--- config.mk ---
export PLATFORM = sky130hd
export DESIGN_NAME = dsort_ctrl
export DESIGN_NICKNAME = d
export VERILOG_FILES = /design/src/rtl/dsort_pkg.sv /design/src/rtl/dsort_ctrl.sv
export SDC_FILE = /design/constraint.sdc
export NUM_CORES = 1
export LEC_CHECK = 0
export ABC_AREA = 1
export BUFFER_PORTS_ARGS = -buffer_cell sky130_fd_sc_hd__buf_2
export CAP_MARGIN = 0
export CORE_MARGIN = 5
export CORE_UTILIZATION = 25
export CTS_CLUSTER_DIAMETER = 100
export DETAILED_ROUTE_END_ITERATION = 10
export PLACE_DENSITY = 0.55
export SYNTH_ARGS = -nofsm -noshare
export SYNTH_HDL_FRONTEND = slang
export SYNTH_SLANG_ARGS = --single-unit
--- constraint.sdc ---
create_clock -name clk_i -period 1.4 [get_ports clk_i]
set_input_delay 0.42 -clock clk_i [delete_from_list [all_inputs] [get_ports clk_i]]
set_output_delay 0.42 -clock clk_i [all_outputs]
set_load 0.02 [all_outputs]
--- src/rtl/dsort_pkg.sv ---
// shared types and constants of the descending insertion sorter
`timescale 1ns / 1ps
`default_nettype none

package dsort_pkg;

  localparam int unsigned CAPACITY_DEF = 64;
  localparam int unsigned KEY_W        = 16;
  localparam int unsigned PAYLOAD_W    = 64;

  typedef logic [KEY_W-1:0]     key_t;
  typedef logic [PAYLOAD_W-1:0] payload_t;

  typedef enum logic {
    ST_LOAD,
    ST_EMIT
  } state_e;

  // commands from the controller to the cell chain
  typedef struct packed {
    logic insert;
    logic shift;
  } cmd_t;

endpackage

`default_nettype wire

--- src/rtl/dsort_ctrl.sv ---
// controller: load and emit phases, fill count and overflow flag
`timescale 1ns / 1ps
`default_nettype none

module dsort_ctrl #(
  parameter int unsigned CAPACITY = dsort_pkg::CAPACITY_DEF,
  localparam int unsigned CW      = $clog2(CAPACITY + 1)
) (
  input  wire              clk_i,
  input  wire              rst_ni,
  input  wire              in_valid_i,
  input  wire              last_i,
  output logic             in_stall_o,
  output logic             out_valid_o,
  input  wire              out_stall_i,
  output logic             out_last_o,
  output logic             overflowed_o,
  output dsort_pkg::cmd_t  cmd_o,
  output logic [CW-1:0]    fill_o
);
  import dsort_pkg::*;

  state_e        state_q, state_d;
  logic [CW-1:0] fill_q, fill_d;
  logic          drop_q, drop_d;
  logic          in_xfer, out_xfer;

  assign in_xfer  = in_valid_i && !in_stall_o;
  assign out_xfer = out_valid_o && !out_stall_i;

  always_ff @(posedge clk_i or negedge rst_ni) begin
    if (!rst_ni) begin
      state_q <= ST_LOAD;
      fill_q  <= '0;
      drop_q  <= 1'b0;
    end else begin
      state_q <= state_d;
      fill_q  <= fill_d;
      drop_q  <= drop_d;
    end
  end

  // input stall is low throughout load and output valid high throughout emit
  always_comb begin
    state_d      = state_q;
    fill_d       = fill_q;
    drop_d       = drop_q;
    cmd_o        = '0;
    in_stall_o   = 1'b1;
    out_valid_o  = 1'b0;
    unique case (state_q)
      ST_LOAD: begin
        in_stall_o = 1'b0;
        if (in_valid_i) begin
          if (fill_q < CW'(CAPACITY)) begin
            cmd_o.insert = 1'b1;
            fill_d       = fill_q + CW'(1);
          end else begin
            drop_d = 1'b1;
          end
          if (last_i) begin
            state_d = ST_EMIT;
          end
        end
      end
      ST_EMIT: begin
        out_valid_o = 1'b1;
        if (!out_stall_i) begin
          cmd_o.shift = 1'b1;
          fill_d      = fill_q - CW'(1);
          if (fill_q == CW'(1)) begin
            drop_d  = 1'b0;
            state_d = ST_LOAD;
          end
        end
      end
      default: state_d = ST_LOAD;
    endcase
  end

  assign out_last_o   = (fill_q == CW'(1));
  assign overflowed_o = drop_q;
  assign fill_o       = fill_q;

  a_fill_bound: assert property (@(posedge clk_i) disable iff (!rst_ni)
    fill_q <= CW'(CAPACITY))
    else $error("fill count beyond capacity");

  a_emit_nonempty: assert property (@(posedge clk_i) disable iff (!rst_ni)
    out_valid_o |-> (fill_q != '0))
    else $error("emitting from an empty chain");

  a_last_starts_emit: assert property (@(posedge clk_i) disable iff (!rst_ni)
    (in_xfer && last_i) |=> out_valid_o)
    else $error("last record did not start emission");

  a_batch_clears: assert property (@(posedge clk_i) disable iff (!rst_ni)
    (out_xfer && out_last_o) |=> (fill_q == '0 && !drop_q && !in_stall_o))
    else $error("batch state not cleared after final transfer");

endmodule

`default_nettype wire

==> metrics.md <==
| Metric | Value |
|---|---|
| Remaining DRCs | 0 |
| CP required | 980 ps |
| Layout cells sized above 1 | 46.7% |
| GR Util All Layers | 10.9% |
| Final slew viol count | 0 |
| Maximum VDD drop | 1.04 mV |
| Clk_lat worst skew | 260 ps |
| Register bit total from synthesis | 9 |
| CP Capture Type | output pin |
| Ant. Diodes | 0 |
| Period utilization | 112% |
| RSZ-0062 raised after global routing | yes |
| Initial antenna violation count | 0 |
| Buffers on Ports | 17 |
| Area grow syn2layout | 54.3% |
| Hold Vio Cnt, Final | 0 |
| CP arrival | 1150 ps |
| Ports | 18 |
| Most common cell after layout, fill and taps aside | nand2_1 |
| Met1 wire length | 793 µm |
| Commonest non-fill, non-tap cells in the layout | nand2_1, buf_4, buf_6 |
| Met3 WL | 81 µm |
| Setup violators final | 3 |
| Clock sink count | 9 |
| Nets@finish | 131 |
| Crit start category | flip-flop |
| YS warnings | 0 |
| Leakage power | 0.505 nW |
| Vias | 686 |
| Routability cong. | 0.746 |
| Core area | 2450 µm² |
| Root buffer cell | clkbuf_4 |
| First-pass GRT wire length | 2980 µm |
| PnR worst setup slack | -166 ps |
| Synth top area cells | dfrtp_1, nand2_1, nand3_1, ha_1, inv_1 |
| Critical Path Fanout Max | 2 |
| Grt total ovfl | 0 |
| Tightest hold margin | 5.68 ps |
| Post-DR vias/cell | 4.51 |
| Drt wl/cell | 11.5 µm |
| Num CTS Buffers | 3 |
| Largest area contributor in the netlist | dfrtp_1 |
| Sequential area share after synthesis | 35.2% |
| Slew margin rel. | 84.5% |
| Vias in the first global route | 671 |
| End-of-flow core utilization | 40.3% |
| Initial DRC Count | 16 |
| Status | finished, violations left |
| Worst hold path type | in -> async |
| Area share of the largest cell type after synthesis | 35.2% |
| Syn Nets | 96 |
| Slew @ Worst Pin | 233 ps |
| Violated checks | negative setup slack |
| Full die area | 3670 µm² |
| Synthesized area | 641 µm² |
| Yosys cell types | 21 |
| Clock Path Buffers | 2 |
| WL met2 | 848 µm |
| Tot Pwr | 0.00234 W |
| # fillers | 261 |
| CTS tree | built |
| Pre-CTS worst setup slack | 39.9 ps |
| Skew final | 2.24 ps |
| Remaining antenna violation count | 0 |
| Synthesized netlist cell count | 88 |
| Die width | 60.6 µm |
| Type of the worst setup path | reg -> out |
| TritonRoute pass-1 iters | 4 |
| H-tree depth | 1 |
| Maximum Capacitance Violations | 0 |
| DR top layer | met4 |
| Post-DP HPWL | 1300 µm |
| Synth Area per Inst | 7.28 µm² |
| Starting Density | 26.1% |
| Power Density | 2370 nW/µm² |
| Pin count of the biggest net entering global routing | 11 |
| Clock transition at path regs | 70 ps |
| Post-Route WL | 1750 µm |
| Min cycle time layout | 1570 ps |
| Die height | 60.6 µm |
| Row Count | 18 |
| Max Fclk | 638 MHz |
[flip-flops by register name, indices dropped and copies added (netlist names)]
| register | count |
|---|---|
| overflowed_o | 1 |
| fill_o | 7 |
| state_q | 1 |
[power by group]
group / leakage (nW) / internal, W / switching [W]
combinational: 0.386 / 0.000752 / 0.000889
sequential: 0.104 / 0.000393 / 0.0000979
clock: 0.0150 / 0.000110 / 0.000100
[cell usage after synthesis, drive strengths merged]
master	count
a21oi	1
and2	1
buf	2
dfrtp	9
ha	3
inv	11
nand2	28
nand3	9
nand3b	1
nand4	3
nor2	11
o21ai	6
xnor2	2
xor2	1
[logic make-up after synthesis]
family,Yosys count,synth area share (%)
XOR/XNOR,3,4.10
adder cells (fa/ha/maj),3,5.86
AO/OA/AOI/OAI,7,6.05
flip-flops,9,35.2
buffers and inverters,13,8.79
AND/OR/NAND/NOR,53,40.0
[final timing paths]
path / slack (ps) / end / depth (start not counted) / start
setup / recovery: -170 / out_last_o / 5 / fill_o[5]
hold / removal: 6 / overflowed_o / 1 / rst_ni
setup reg to reg: 70 / fill_o[6] / 8 / fill_o[0]
hold reg to reg: 480 / overflowed_o / 2 / overflowed_o
max in group asynchronous: 1190 / fill_o[4] / 1 / rst_ni
min in group clk_i: 400 / state_q / 3 / last_i
[worst max-delay path: stages, from the launching register on]
cell	delay, ps
dfrtp_1	390
nor2_2	120
and2_1	140
nand3_2	80
inv_2	60
buf_6	100
[cell type report]
| type | count | area [µm²] | area share, % |
|---|---|---|---|
| Inverter | 11 | 41.3 | 4.18 |
| Multi-Input combinational cell | 66 | 390 | 39.5 |
| Clock buffer | 4 | 26.3 | 2.66 |
| Tap cell | 30 | 37.5 | 3.80 |
| Sequential cell | 9 | 226 | 22.9 |
| Timing Repair Buffer | 32 | 267 | 27.0 |
[stage by stage]
step,setup TNS [ps],instances,area [µm²]
after floorplan,0,88,644
after global placement,0,143,827
after detailed placement,0,143,827
after CTS,-248,151,921
after global routing,-603,152,988
final,-305,152,988
[repair_timing]
action	4_1_cts	5_1_grt
buffers inserted	4	4
setup endpoints to repair	5	15
pin swaps	2	3
hold buffers	0	0
resized for setup	13	20
[per-layer routing]
metal	global-route usage (%)	up-vias
li1	-	345
met1	13.3	322
met2	18.3	15
met3	2.55	4
met4	4.64	0
met5	0	-
No activity file was read; power rests on OpenSTA's default activity.
